--- config.mk ---
export PLATFORM = sky130hd
export DESIGN_NAME = three_channel_median_inactivity_monitor
export DESIGN_NICKNAME = d
export VERILOG_FILES = /design/src/hdl/tim_pkg.sv /design/src/hdl/three_channel_median_inactivity_monitor.sv /design/src/hdl/tim_history.sv /design/src/hdl/tim_activity.sv
export SDC_FILE = /design/constraint.sdc
export NUM_CORES = 1
export LEC_CHECK = 0
export ABC_AREA = 1
export BUFFER_PORTS_ARGS = -buffer_cell sky130_fd_sc_hd__buf_4
export CAP_MARGIN = 20
export CORE_ASPECT_RATIO = 1.1
export CORE_UTILIZATION = 50
export CTS_CLUSTER_SIZE = 14
export DETAILED_ROUTE_END_ITERATION = 8
export GPL_TIMING_DRIVEN = 1
export PLACE_DENSITY = 0.77
export SYNTH_ARGS = -nofsm -noshare
export SYNTH_HDL_FRONTEND = slang
export SYNTH_SLANG_ARGS = --single-unit
--- constraint.sdc ---
create_clock -name clk -period 34.2 [get_ports clk]
set_input_delay 3.42 -clock clk [delete_from_list [all_inputs] [get_ports clk]]
set_output_delay 3.42 -clock clk [all_outputs]
set_load 0.01 [all_outputs]
--- src/hdl/tim_pkg.sv ---
// Shared types and constants for the three-channel median inactivity monitor.
// Used by tim_history, tim_activity and the top level; depends on nothing else.

package tim_pkg;

    localparam int CHANNELS      = 3;
    localparam int HIST_DEPTH    = 3;
    localparam int SAMPLE_FIELDS = 3;
    localparam int SAMPLE_W      = 12;
    localparam int TIME_W        = 32;
    localparam int DATA_W        = 32;
    localparam int ADDR_W        = 3;

    localparam int SUM_W       = SAMPLE_W + ((CHANNELS > 1) ? $clog2(CHANNELS) : 0);
    localparam int RECIP_SHIFT = SUM_W + ((CHANNELS > 1) ? $clog2(CHANNELS) : 0) + 1;
    localparam int RECIP_W     = RECIP_SHIFT + 1;
    localparam logic [RECIP_W-1:0] RECIP_MULT =
        RECIP_W'(((64'd1 << RECIP_SHIFT) + 64'(CHANNELS) - 64'd1) / 64'(CHANNELS));

    localparam logic [SAMPLE_W-1:0] THRESHOLD_RESET = 12'd500;
    localparam logic [TIME_W-1:0]   DELAY_RESET     = 32'd180000;

    localparam logic [ADDR_W-1:0] ADDR_THRESHOLD = 3'd0;
    localparam logic [ADDR_W-1:0] ADDR_DELAY     = 3'd4;

    localparam logic MODE_SAMPLE = 1'b0;
    localparam logic MODE_CHECK  = 1'b1;

    typedef logic [SAMPLE_W-1:0]              sample_t;
    typedef logic [TIME_W-1:0]                time_t;
    typedef sample_t [CHANNELS-1:0]           chan_vec_t;
    typedef sample_t [SAMPLE_FIELDS-1:0]      field_vec_t;
    typedef sample_t [HIST_DEPTH-1:0]         hist_t;

endpackage

--- src/hdl/three_channel_median_inactivity_monitor.sv ---
// Top level of the three-channel median filter with inactivity timeout.
// Depends on tim_pkg, tim_history and tim_activity.

// The block takes one request per clock cycle and returns its result in the next
// cycle from an output register, so it sustains one request per cycle while
// out_stall is low; the whole computation for a request sits between the
// history and time registers and the output register. A sample frame shifts
// the history; a sleep check updates the last-active time and decides sleep.
// Configuration writes are expected only while no request is in flight.

module three_channel_median_inactivity_monitor
(
    input  logic                          clk,
    input  logic                          rst_n,
    input  logic                          in_valid,
    output logic                          in_stall,
    input  logic                          mode,
    input  logic [tim_pkg::SAMPLE_W-1:0]  sample_fore,
    input  logic [tim_pkg::SAMPLE_W-1:0]  sample_mid,
    input  logic [tim_pkg::SAMPLE_W-1:0]  sample_heel,
    input  logic [tim_pkg::TIME_W-1:0]    now_ms,
    output logic                          out_valid,
    input  logic                          out_stall,
    output logic [tim_pkg::SAMPLE_W-1:0]  median_fore,
    output logic [tim_pkg::SAMPLE_W-1:0]  median_mid,
    output logic [tim_pkg::SAMPLE_W-1:0]  median_heel,
    output logic [tim_pkg::SAMPLE_W-1:0]  average_newest,
    output logic                          sleep_request,
    input  logic                          psel,
    input  logic                          penable,
    input  logic                          pwrite,
    input  logic [tim_pkg::ADDR_W-1:0]    paddr,
    input  logic [tim_pkg::DATA_W-1:0]    pwdata,
    output logic [tim_pkg::DATA_W-1:0]    prdata,
    output logic                          pready
);

    logic                 accept;
    logic                 cfg_write;
    tim_pkg::sample_t     threshold_reg;
    tim_pkg::time_t       delay_reg;
    tim_pkg::chan_vec_t   samples;
    tim_pkg::field_vec_t  fields;
    tim_pkg::chan_vec_t   newest;
    tim_pkg::field_vec_t  medians;
    tim_pkg::sample_t     average;
    logic                 sleep;
    logic                 out_valid_reg;
    logic                 out_valid_next;
    tim_pkg::field_vec_t  medians_reg;
    tim_pkg::sample_t     average_reg;
    logic                 sleep_reg;

    assign pready    = 1'b1;
    assign cfg_write = psel && penable && pwrite && pready;

    always_ff @(posedge clk or negedge rst_n)
    begin
        if (!rst_n)
        begin
            threshold_reg <= tim_pkg::THRESHOLD_RESET;
            delay_reg     <= tim_pkg::DELAY_RESET;
        end
        else if (cfg_write)
        begin
            unique case (paddr)
                tim_pkg::ADDR_THRESHOLD: threshold_reg <= pwdata[tim_pkg::SAMPLE_W-1:0];
                tim_pkg::ADDR_DELAY:     delay_reg     <= pwdata[tim_pkg::TIME_W-1:0];
                default:                 ;
            endcase
        end
    end

    always_comb
    begin
        unique case (paddr)
            tim_pkg::ADDR_THRESHOLD: prdata = tim_pkg::DATA_W'(threshold_reg);
            tim_pkg::ADDR_DELAY:     prdata = tim_pkg::DATA_W'(delay_reg);
            default:                 prdata = '0;
        endcase
    end

    assign in_stall = out_valid_reg && out_stall;
    assign accept   = in_valid && !in_stall;

    assign fields = {sample_heel, sample_mid, sample_fore};

    genvar ch;
    generate
        for (ch = 0; ch < tim_pkg::CHANNELS; ch++)
        begin : g_sample
            if (ch < tim_pkg::SAMPLE_FIELDS)
            begin : g_field
                assign samples[ch] = fields[ch];
            end
            else
            begin : g_none
                assign samples[ch] = '0;
            end
        end
    endgenerate

    tim_history u_history
    (
        .clk     (clk),
        .rst_n   (rst_n),
        .load    (accept),
        .shift   (mode == tim_pkg::MODE_SAMPLE),
        .samples (samples),
        .newest  (newest),
        .medians (medians)
    );

    tim_activity u_activity
    (
        .clk           (clk),
        .rst_n         (rst_n),
        .load          (accept),
        .check         (mode == tim_pkg::MODE_CHECK),
        .newest        (newest),
        .now_ms        (now_ms),
        .threshold     (threshold_reg),
        .delay         (delay_reg),
        .average       (average),
        .sleep_request (sleep)
    );

    assign out_valid_next = accept || (out_valid_reg && out_stall);

    always_ff @(posedge clk or negedge rst_n)
    begin
        if (!rst_n)
        begin
            out_valid_reg <= 1'b0;
        end
        else
        begin
            out_valid_reg <= out_valid_next;
        end
    end

    always_ff @(posedge clk)
    begin
        if (accept)
        begin
            medians_reg <= medians;
            average_reg <= average;
            sleep_reg   <= sleep;
        end
    end

    assign out_valid      = out_valid_reg;
    assign median_fore    = medians_reg[0];
    assign median_mid     = medians_reg[1];
    assign median_heel    = medians_reg[2];
    assign average_newest = average_reg;
    assign sleep_request  = sleep_reg;

    a_sample_no_sleep: assert property (@(posedge clk) disable iff (!rst_n)
        accept && (mode == tim_pkg::MODE_SAMPLE) |=> !sleep_request)
        else $error("Sleep request raised on a sample frame.");

    a_stall_needs_result: assert property (@(posedge clk) disable iff (!rst_n)
        in_stall |-> out_valid)
        else $error("Input stalled with no result waiting.");

    a_result_from_request: assert property (@(posedge clk) disable iff (!rst_n)
        $rose(out_valid) |-> $past(accept))
        else $error("Result appeared without an accepted request.");

endmodule

--- src/hdl/tim_history.sv ---
// Per-channel three-deep sample history with median-of-three selection.
// Depends on tim_pkg.

module tim_history
(
    input  logic                clk,
    input  logic                rst_n,
    input  logic                load,
    input  logic                shift,
    input  tim_pkg::chan_vec_t  samples,
    output tim_pkg::chan_vec_t  newest,
    output tim_pkg::field_vec_t medians
);

    function automatic tim_pkg::sample_t median3(input tim_pkg::sample_t a,
                                                 input tim_pkg::sample_t b,
                                                 input tim_pkg::sample_t c);
        tim_pkg::sample_t lo;
        tim_pkg::sample_t hi;
        begin
            lo = (a < b) ? a : b;
            hi = (a < b) ? b : a;
            if (c <= lo)
            begin
                return lo;
            end
            else if (c >= hi)
            begin
                return hi;
            end
            return c;
        end
    endfunction

    tim_pkg::hist_t hist_reg  [tim_pkg::CHANNELS];
    tim_pkg::hist_t hist_next [tim_pkg::CHANNELS];

    genvar ch;
    generate
        for (ch = 0; ch < tim_pkg::CHANNELS; ch++)
        begin : g_chan
            always_comb
            begin
                if (shift)
                begin
                    hist_next[ch] = {hist_reg[ch][tim_pkg::HIST_DEPTH-2:0], samples[ch]};
                end
                else
                begin
                    hist_next[ch] = hist_reg[ch];
                end
            end

            always_ff @(posedge clk or negedge rst_n)
            begin
                if (!rst_n)
                begin
                    hist_reg[ch] <= '0;
                end
                else if (load)
                begin
                    hist_reg[ch] <= hist_next[ch];
                end
            end

            assign newest[ch] = hist_next[ch][0];
        end

        for (ch = 0; ch < tim_pkg::SAMPLE_FIELDS; ch++)
        begin : g_median
            if (ch < tim_pkg::CHANNELS)
            begin : g_live
                assign medians[ch] = median3(hist_next[ch][0], hist_next[ch][1],
                                             hist_next[ch][2]);
            end
            else
            begin : g_absent
                assign medians[ch] = '0;
            end
        end
    endgenerate

endmodule

--- src/hdl/tim_activity.sv ---
// Average of the newest samples, last-active time and the sleep decision.
// Depends on tim_pkg.

module tim_activity
(
    input  logic               clk,
    input  logic               rst_n,
    input  logic               load,
    input  logic               check,
    input  tim_pkg::chan_vec_t newest,
    input  tim_pkg::time_t     now_ms,
    input  tim_pkg::sample_t   threshold,
    input  tim_pkg::time_t     delay,
    output tim_pkg::sample_t   average,
    output logic               sleep_request
);

    logic [tim_pkg::SUM_W-1:0]                   sum;
    logic [tim_pkg::SUM_W+tim_pkg::RECIP_W-1:0]  product;
    tim_pkg::time_t                              last_active_reg;
    tim_pkg::time_t                              last_active_next;
    tim_pkg::time_t                              idle_time;

    always_comb
    begin
        sum = '0;
        for (int ch = 0; ch < tim_pkg::CHANNELS; ch++)
        begin
            sum = sum + tim_pkg::SUM_W'(newest[ch]);
        end
    end

    // Division by the channel count is a multiply by its scaled reciprocal.
    assign product = (tim_pkg::SUM_W + tim_pkg::RECIP_W)'(sum) *
                     (tim_pkg::SUM_W + tim_pkg::RECIP_W)'(tim_pkg::RECIP_MULT);
    assign average = product[tim_pkg::RECIP_SHIFT +: tim_pkg::SAMPLE_W];

    assign last_active_next = (check && (average > threshold)) ? now_ms : last_active_reg;
    assign idle_time        = now_ms - last_active_next;
    assign sleep_request    = check && (idle_time > delay);

    always_ff @(posedge clk or negedge rst_n)
    begin
        if (!rst_n)
        begin
            last_active_reg <= '0;
        end
        else if (load)
        begin
            last_active_reg <= last_active_next;
        end
    end

endmodule

==> flow_metrics.py, run 1 <==
metrics = {
    "critical_path": {
        "cpMostUsedCell": "nand2_1",
        "crit_type": "in -> reg",
        "cp.arrival_ns": 17.03,
        "cp-end-kind": "register",
        "slowest_stage": "buf_4",
        "cp_max_fo": 75,
        "r2r_setup_slack_ns": 21.10,
        "critPathBufInv": 12,
        "worstPathRequired_ns": 34.58,
        "crit_family": "adder cells",
        "start_kind": "input port",
        "max_stage_delay_ns": 0.63,
    },
    "global_routing": {
        "grt_util_met2": 0.476,
        "grtUsageTotal": 0.267,
        "grt_max_degree": 111,
        "antenna_found_initial": 1,
        "grt-ovfl-total": 0,
        "grtUsageMet1": 0.329,
        "grt_pass1_vias": 19000,
        "use_met3": 0.0346,
        "grt_pass1_wl_um": 93600,
        "gr-max-usage-layer": "met2",
    },
    "clock_network": {
        "post_cts_buffers": 0,
        "hold_buffers": 0,
        "numCtsBuffers": 29,
        "clk_path_buf_depth": 3,
        "cts_resized": 0,
        "cts_tree": "built",
        "root_buffer": "clkbuf_16",
        "htree_levels": 1,
        "insertion_delay_ns": 0.57,
        "cts.sinks": 234,
        "clk_pin_slew_ns": 0.06,
    },
    "cells_and_area": {
        "largest_reg_flops": 108,
        "area_growth_pct": 13.3,
        "regArea_um2": 6120,
        "antenna_cells": 0,
        "multi_input_area_um2": 13400,
        "utilization": 0.573,
        "drive_gt1_frac": 0.115,
        "fin_nets": 3419,
        "fillers": 3822,
    },
    "detailed_routing": {
        "vias": 19300,
        "drtIter0Drc": 1116,
        "first_pass_iters": 5,
        "ant_nets": 0,
        "post_drt_via_cell_ratio": 5.45,
        "drt_wl_total_um": 57700,
        "route.detailed.drc": 0,
        "wl_per_cell_um": 16.3,
    },
    "synth": {
        "synth_seq_cells": 234,
        "synth_flop_cell": "dfrtp_1",
        "yosys-top-cells-area": "dfrtp_1 20%, ha_1 17%, nand2_1 14%, edfxtp_1 6.9%, o21ai_0 6.7%",
        "syn-num-nets": 3279,
        "yosysSeqAreaShare": 0.287,
        "ys_warn_count": 0,
        "synth_edf_count": 49,
        "yosys.cell_types.count": 62,
        "syn_inst": 2817,
        "synthDominantCellAreaShare": 0.199,
        "syn_area_um2": 21300,
        "async_flop_share": 0.791,
        "yosys.area.top_type": "dfrtp_1",
        "avgSynthCellArea_um2": 7.58,
    },
    "timing": {
        "slew_headroom": 0.247,
        "rsz0062_at_grt": "no",
        "setup_viol": 0,
        "tns_ns": 0,
        "fmax_mhz": 60.1,
        "finClkSkew_ns": 0.0146,
        "tightest_slew_ns": 1.13,
        "period_share": 0.487,
        "finalHoldViolCount": 0,
        "final_max_slew_viol_count": 0,
        "layout_setup_ws_ns": 17.56,
        "layout_min_cycle_time_ns": 16.64,
    },
    "status": {
        "status": "finished clean",
    },
    "placed_design": {
        "place_congestion": 0.944,
        "place_ws_ns": 17.19,
        "hpwl_um": 44700,
        "io_buffers": 193,
    },
    "floorplanning": {
        "die_width_um": 199,
        "die_y_um": 219,
        "start_util": 0.506,
        "placementRows": 79,
        "dieArea_um2": 43500,
        "ios": 195,
        "coreArea_um2": 42200,
    },
    "run": {
        "cap_viol_max_count": 0,
    },
    "min_path": {
        "hold_class": "reg -> reg",
    },
}
==> cell type report <==
class / instances / share of cell area
Multi-Input combinational cell: 2119 / 0.554
Sequential cell: 234 / 0.253
Timing Repair Buffer: 204 / 0.0651
Inverter: 369 / 0.0577
Clock buffer: 35 / 0.0326
Tap cell: 567 / 0.0293
Clock inverter: 19 / 0.00812
==> worst paths after layout <==
kind / start / end / cells after the start
worst max-delay path: mode / sleep_request / 61
worst min-delay path: u_history.hist_reg[34] / u_history.hist_reg[34] / 2
worst max register to register: u_history.hist_reg[73] / sleep_request / 63
worst min register to register: u_history.hist_reg[34] / u_history.hist_reg[34] / 2
max in group asynchronous: rst_n / delay_reg[3] / 2
min in group asynchronous: rst_n / u_history.hist_reg[100] / 1
==> cells in the final DEF, fill, tap and decap left out, types with 5 or more instances in the layout <==
| cell type | Yosys | layout |
|---|---|---|
| xor2_1 | 34 | 34 |
| clkbuf_16 | 0 | 30 |
| buf_4 | 9 | 200 |
| o21ai_0 | 286 | 286 |
| mux2i_1 | 27 | 27 |
| fa_1 | 57 | 57 |
| dfstp_2 | 15 | 15 |
| o21a_1 | 6 | 6 |
| o211ai_1 | 8 | 8 |
| nor4_1 | 5 | 5 |
| nand3_2 | 10 | 10 |
| o21ai_2 | 27 | 27 |
| edfxtp_1 | 49 | 49 |
| nand2_1 | 797 | 797 |
| clkinv_2 | 0 | 6 |
| nor2_1 | 113 | 111 |
| o221ai_1 | 5 | 5 |
| o22a_1 | 11 | 11 |
| o21ai_1 | 88 | 88 |
| nand4_1 | 11 | 11 |
| nand2_2 | 7 | 7 |
| inv_2 | 6 | 6 |
| a21o_1 | 6 | 6 |
| nand3_1 | 70 | 70 |
| nor3_1 | 12 | 12 |
| o21bai_1 | 8 | 8 |
| o22ai_1 | 17 | 17 |
| dfrtp_1 | 170 | 170 |
| inv_4 | 3 | 6 |
| a21oi_1 | 154 | 154 |
| ha_1 | 294 | 294 |
| a211oi_1 | 7 | 7 |
| inv_1 | 359 | 359 |
| xnor2_1 | 17 | 17 |
==> worst reg2reg max path: cells and delay by family, from the launching register on <==
family | cells | cell delay, ns
compound gates | 15 | 2.96
xor+xnor | 2 | 0.55
fa+ha+maj | 12 | 4.70
buf+inv | 11 | 0.86
flops | 1 | 0.39
mux | 1 | 0.34
simple gates | 22 | 3.13
==> layer usage <==
layer,routed length (µm),up-vias
met5,12,-
met4,1820,2
met3,2770,119
met2,28900,537
met1,24200,9098
li1,-,9582
==> metrics by stage <==
stage / instances / cell area [µm²] / hold WS (ns)
after floorplan: 2817 / 21300 / 0.442
after global placement: 3490 / 23100 / 0.454
after detailed placement: 3491 / 23100 / 0.459
after CTS: 3545 / 24100 / 0.472
after global routing: 3547 / 24200 / 0.483
final: 3547 / 24200 / 0.466
==> logic make-up (layout without fill, tap and decap cells) <==
group,count (synthesis),after routing,synth area share
muxes,27,27,0.0127
AOI/OAI and AO/OA,641,641,0.166
and+or+nand+nor,1047,1047,0.200
buffers and inverters,464,627,0.0863
DFF,234,234,0.287
adders and majority gates,351,351,0.226
xor gates and xnor gates,52,52,0.0220
other,1,1,0.000176
==> synth_stat cells, drive strengths merged (13+ instances only) <==
cell type	instances
dfrtp	170
nor3	13
fa	57
nand2	808
inv	368
nand3	83
clkbuf	63
dfstp	15
ha	294
xnor2	17
edfxtp	49
mux2i	27
buf	32
nor2	117
a21oi	155
o22ai	17
xor2	34
o21ai	402
Power of run 1 is not shown: default switching activity piles up to over one toggle a cycle in this logic, so the estimate is an artifact.
==> inputs of run 2 (changes only) <==
PLACE_DENSITY = 0.8   (was 0.77)
clock period = 15.3 ns   (was 34.2 ns; I/O delays follow)
==> run 2 against run 1 <==
  * Design area is 0.33% higher
  * Cell count up 0.11%
  * Non-clock buffer count up 4
  * Register-to-register slack got worse by 19 ns
  * Count of clock-buffer cells in the layout rose by 5
  * Critical endpoint unchanged
==> flow_metrics.py, run 2 (synthesis results as in run 1) <==
metrics = {
    "status": {
        "status": "finished clean",
    },
    "cells_and_area": {
        "drive_gt1_frac": 0.116,
        "final_common_cell": "nand2_1",
        "regArea_um2": 6120,
        "antenna_cells": 0,
        "final_cell_mix": "797 x nand2_1, 359 x inv_1, 294 x ha_1",
        "area_growth_pct": 13.7,
        "largest_reg_flops": 108,
        "fillers": 3804,
        "fin_nets": 3423,
        "multi_input_area_um2": 13400,
    },
    "clock_network": {
        "hold_buffers": 0,
        "clk_path_buf_depth": 3,
        "post_cts_buffers": 0,
        "clk_pin_slew_ns": 0.06,
        "cts.sinks": 234,
        "insertion_delay_ns": 0.58,
        "numCtsBuffers": 29,
        "htree_levels": 1,
        "root_buffer": "clkbuf_16",
        "cts_tree": "built",
        "cts_resized": 0,
    },
    "floorplanning": {
        "die_y_um": 219,
        "dieArea_um2": 43500,
        "coreArea_um2": 42200,
        "start_util": 0.506,
        "die_width_um": 199,
        "placementRows": 79,
        "ios": 195,
    },
    "detailed_routing": {
        "first_pass_iters": 6,
        "route.detailed.drc": 0,
        "wl_per_cell_um": 16.8,
        "drt_wl_total_um": 59600,
        "post_drt_via_cell_ratio": 5.52,
        "ant_nets": 0,
        "drtIter0Drc": 1230,
        "vias": 19600,
    },
    "placed_design": {
        "io_buffers": 193,
        "place_congestion": 0.946,
        "hpwl_um": 46100,
    },
    "critical_path": {
        "slowest_stage": "inv_2",
        "start_kind": "input port",
        "cpMostUsedCell": "nand2_1",
        "cp.arrival_ns": 14.64,
        "cp-end-kind": "register",
        "cp_max_fo": 52,
        "worstPathRequired_ns": 15.68,
        "max_stage_delay_ns": 0.57,
        "crit_type": "in -> reg",
    },
    "timing": {
        "finalHoldViolCount": 0,
        "tightest_slew_ns": 1.16,
        "layout_min_cycle_time_ns": 14.26,
        "final_max_slew_viol_count": 0,
        "tns_ns": 0,
        "period_share": 0.932,
        "rsz0062_at_grt": "no",
        "setup_viol": 0,
        "slew_headroom": 0.228,
        "fmax_mhz": 70.1,
        "finClkSkew_ns": 0.0245,
    },
    "global_routing": {
        "grt_pass1_vias": 19400,
        "grt-ovfl-total": 0,
        "grtUsageTotal": 0.274,
        "antenna_found_initial": 2,
        "grt_pass1_wl_um": 95500,
        "grt_max_degree": 111,
    },
    "min_path": {
        "hold_class": "reg -> reg",
    },
    "run": {
        "cap_viol_max_count": 0,
    },
}
## run 2: changes by cell type in the layout (fill, tap and decap cells not counted), sizes merged
cell      before  now
buf          203  208
clkbuf        36   40
clkinv         8    5
clkinvlp       3    0
inv          374  375
## run 2: final cells by class
class | instances | area share
Tap cell | 567 | 0.0292
Clock buffer | 40 | 0.0346
Inverter | 369 | 0.0575
Timing Repair Buffer | 208 | 0.0675
Multi-Input combinational cell | 2119 | 0.552
Sequential cell | 234 | 0.252
Clock inverter | 14 | 0.00670
## run 2: routing by layer
| layer | vias to the layer above | part of all wire | wire [µm] | GRT usage |
|---|---|---|---|---|
| li1 | 9594 | - | - | - |
| met1 | 9273 | 0.41 | 24300 | 0.330 |
| met2 | 599 | 0.51 | 30500 | 0.501 |
| met3 | 134 | 0.051 | 3020 | 0.0338 |
| met4 | 4 | 0.029 | 1730 | 0.0895 |
| met5 | - | 0.00055 | 33 | 0 |
## run 2: path summary, 6_finish.rpt
| kind | to | startpoint | slack (ns) | cells past startpoint |
|---|---|---|---|---|
| worst max register to register | sleep_request | u_history.hist_reg[73] | 2.24 | 62 |
| worst min-delay path | u_history.hist_reg[101] | u_history.hist_reg[101] | 0.48 | 2 |
| worst max-delay path | sleep_request | mode | 1.04 | 61 |
| max in group asynchronous | u_history.hist_reg[71] | rst_n | 13.08 | 4 |
| min in group asynchronous | u_history.hist_reg[103] | rst_n | 0.81 | 1 |
| worst min register to register | u_history.hist_reg[101] | u_history.hist_reg[101] | 0.48 | 2 |
## run 2: stage by stage
stage	cell area [µm²]	setup slack (ns)	hold WS [ns]	cells	util
after floorplan	21300	2.29	0.442	2817	-
after global placement	23100	0.895	0.453	3492	0.548
after detailed placement	23100	0.581	0.460	3492	0.548
after CTS	24200	1.17	0.474	3546	0.572
after global routing	24300	0.0516	0.497	3551	0.575
final	24300	1.04	0.476	3551	0.575
## run 2: worst max-delay path, delay by kind of cell
family                   cells  cell delay, ns
AO/OA/AOI/OAI               15            2.98
XOR/XNOR                     3            0.83
adder cells (fa/ha/maj)     12            4.86
buffers and inverters       11            1.34
multiplexers                 1            0.31
AND/OR/NAND/NOR             19            2.69
Power of run 2 is left out for the same reason.
==> inputs of run 3 (changes only) <==
clock period = 11.5 ns   (was 15.3 ns; I/O delays follow)
==> run 3 against run 2 <==
  * Routed wire length grew 3.3%
  * Via count increased by 5.5%
  * Die area is the same
  * Setup slack got worse by 1.3 ns
  * Global-route usage is 0.37 points higher
  * Non-clock buffer count grew 292
  * Register-to-register slack got worse by 2.2 ns
  * The run now ends with negative setup slack left
  * Critical path depth shrank 1
  * Cell count rose by 8.2%
  * Count of clock-buffer cells in the layout increased by 1
  * Hold slack got worse by 0.0025 ns
  * Clock skew shrank 0.0078 ns
==> flow_metrics.py, run 3 (synthesis results as in run 1) <==
metrics = {
    "status": {
        "status": "complete, but fails checks",
        "violations": "negative setup slack",
    },
    "floorplanning": {
        "placementRows": 79,
        "coreArea_um2": 42200,
        "start_util": 0.506,
        "dieArea_um2": 43500,
        "ios": 195,
        "die_y_um": 219,
        "die_width_um": 199,
    },
    "timing": {
        "tightest_slew_ns": 1.14,
        "fmax_mhz": 85.1,
        "layout_setup_ws_ns": -0.255,
        "rsz0062_at_grt": "yes",
        "layout_min_cycle_time_ns": 11.75,
        "slew_headroom": 0.241,
        "setup_viol": 1,
        "tns_ns": -0.255,
        "final_max_slew_viol_count": 0,
        "finClkSkew_ns": 0.0167,
        "finalHoldViolCount": 0,
        "period_share": 1.02,
    },
    "min_path": {
        "hp-start": "u_history.hist_reg[71]",
        "hold_class": "reg -> reg",
        "hold_end": "u_history.hist_reg[71]",
        "min_path_cells": 2,
    },
    "cells_and_area": {
        "antenna_cells": 0,
        "fillers": 3379,
        "drive_gt1_frac": 0.260,
        "final_cell_mix": "756 x nand2_1, 489 x buf_4, 346 x inv_1",
        "area_growth_pct": 29.6,
        "largest_reg_flops": 108,
        "fin_nets": 3716,
        "final_common_cell": "nand2_1",
        "multi_input_area_um2": 14700,
        "regArea_um2": 6120,
        "final_cells": 3842,
    },
    "clock_network": {
        "cts_tree": "built",
        "insertion_delay_ns": 0.58,
        "cts.sinks": 234,
        "clk_pin_slew_ns": 0.06,
        "numCtsBuffers": 27,
        "clk_path_buf_depth": 3,
        "root_buffer": "clkbuf_16",
        "htree_levels": 1,
    },
    "critical_path": {
        "cp_max_fo": 10,
        "r2r-start": "u_history.hist_reg[72]",
        "cp.arrival_ns": 12.16,
        "worstPathRequired_ns": 11.91,
        "cp-end-kind": "register",
        "r2r-end": "sleep_request",
        "r2r_setup_slack_ns": 0.09,
        "start_kind": "input port",
        "slowest_stage": "fa_1",
        "max_stage_delay_ns": 0.54,
        "cpMostUsedCell": "fa_1",
        "reg2regPathDepth": 59,
        "crit_type": "in -> reg",
    },
    "detailed_routing": {
        "drtIter0Drc": 1349,
        "wl_per_cell_um": 16.0,
        "vias": 20700,
        "ant_nets": 0,
        "first_pass_iters": 6,
        "drt_wl_total_um": 61500,
        "post_drt_via_cell_ratio": 5.38,
        "route.detailed.drc": 0,
    },
    "global_routing": {
        "grt_pass1_wl_um": 97900,
        "grtUsageTotal": 0.278,
        "grt_pass1_vias": 20400,
        "antenna_found_initial": 0,
        "grt-ovfl-total": 0,
        "grt_max_degree": 112,
    },
    "placed_design": {
        "place_congestion": 0.925,
        "place_ws_ns": -1.11,
        "dp.cells": 3754,
        "io_buffers": 193,
        "hpwl_um": 46600,
    },
    "run": {
        "cap_viol_max_count": 0,
    },
}
## run 3: cell count changes in the layout (fill, tap and decap cells not counted), sizes merged
cell,delta
inv,-2
buf,+291
nand2,+2
bufinv,-2
clkbuf,+2
## run 3: through the flow
step,hold WS (ns),util,cell area [µm²]
after floorplan,0.442,-,21700
after global placement,0.453,0.602,25400
after detailed placement,0.458,0.602,25400
after CTS,0.474,0.631,26600
after global routing,0.495,0.656,27700
final,0.473,0.656,27700
## run 3: worst max-delay path by stage
stage,from,end,slack [ns],depth (start not counted)
floorplan,mode,sleep_request,-0.08,68
CTS,mode,sleep_request,0.008,67
detailed placement,mode,sleep_request,-1.11,60
global route,mode,sleep_request,-0.89,60
finish,mode,sleep_request,-0.25,60
global placement,mode,sleep_request,-0.81,59
## run 3: area by class of cell
class,count,share of cell area
repair inverters,1,0.000407
clock buffers,41,0.0288
flip-flops and latches,234,0.221
inverters,369,0.0511
multi-input cells,2121,0.530
well taps,567,0.0256
clock inverters,9,0.00289
repair buffers,500,0.140
## run 3: routing by layer
layer  wire length (µm)  up-vias  global-route usage  share of wire
met2              30300      608               0.487           0.49
met5                  0        -                   0              0
met1              25500     9722               0.341           0.41
li1                   -    10200                   -              -
met3               3060      155              0.0335          0.050
met4               2630        0               0.118          0.043
## run 3: critical path, delay by kind of cell
family / cells / cell delay (ns)
AOI/OAI and AO/OA: 17 / 2.59
xor gates and xnor gates: 2 / 0.41
adders and majority gates: 13 / 4.71
buffers and inverters: 12 / 0.98
muxes: 1 / 0.27
and+or+nand+nor: 15 / 2.01
## run 3: timing repair
action | 4_1_cts | 5_1_grt
pin swaps | 31 | 85
gates cloned | 2 | 2
hold buffers | 0 | 0
buffers inserted | 7 | 25
resized for setup | 56 | 164
setup endpoints to repair | 1 | 1
Power of run 3 is left out for the same reason.
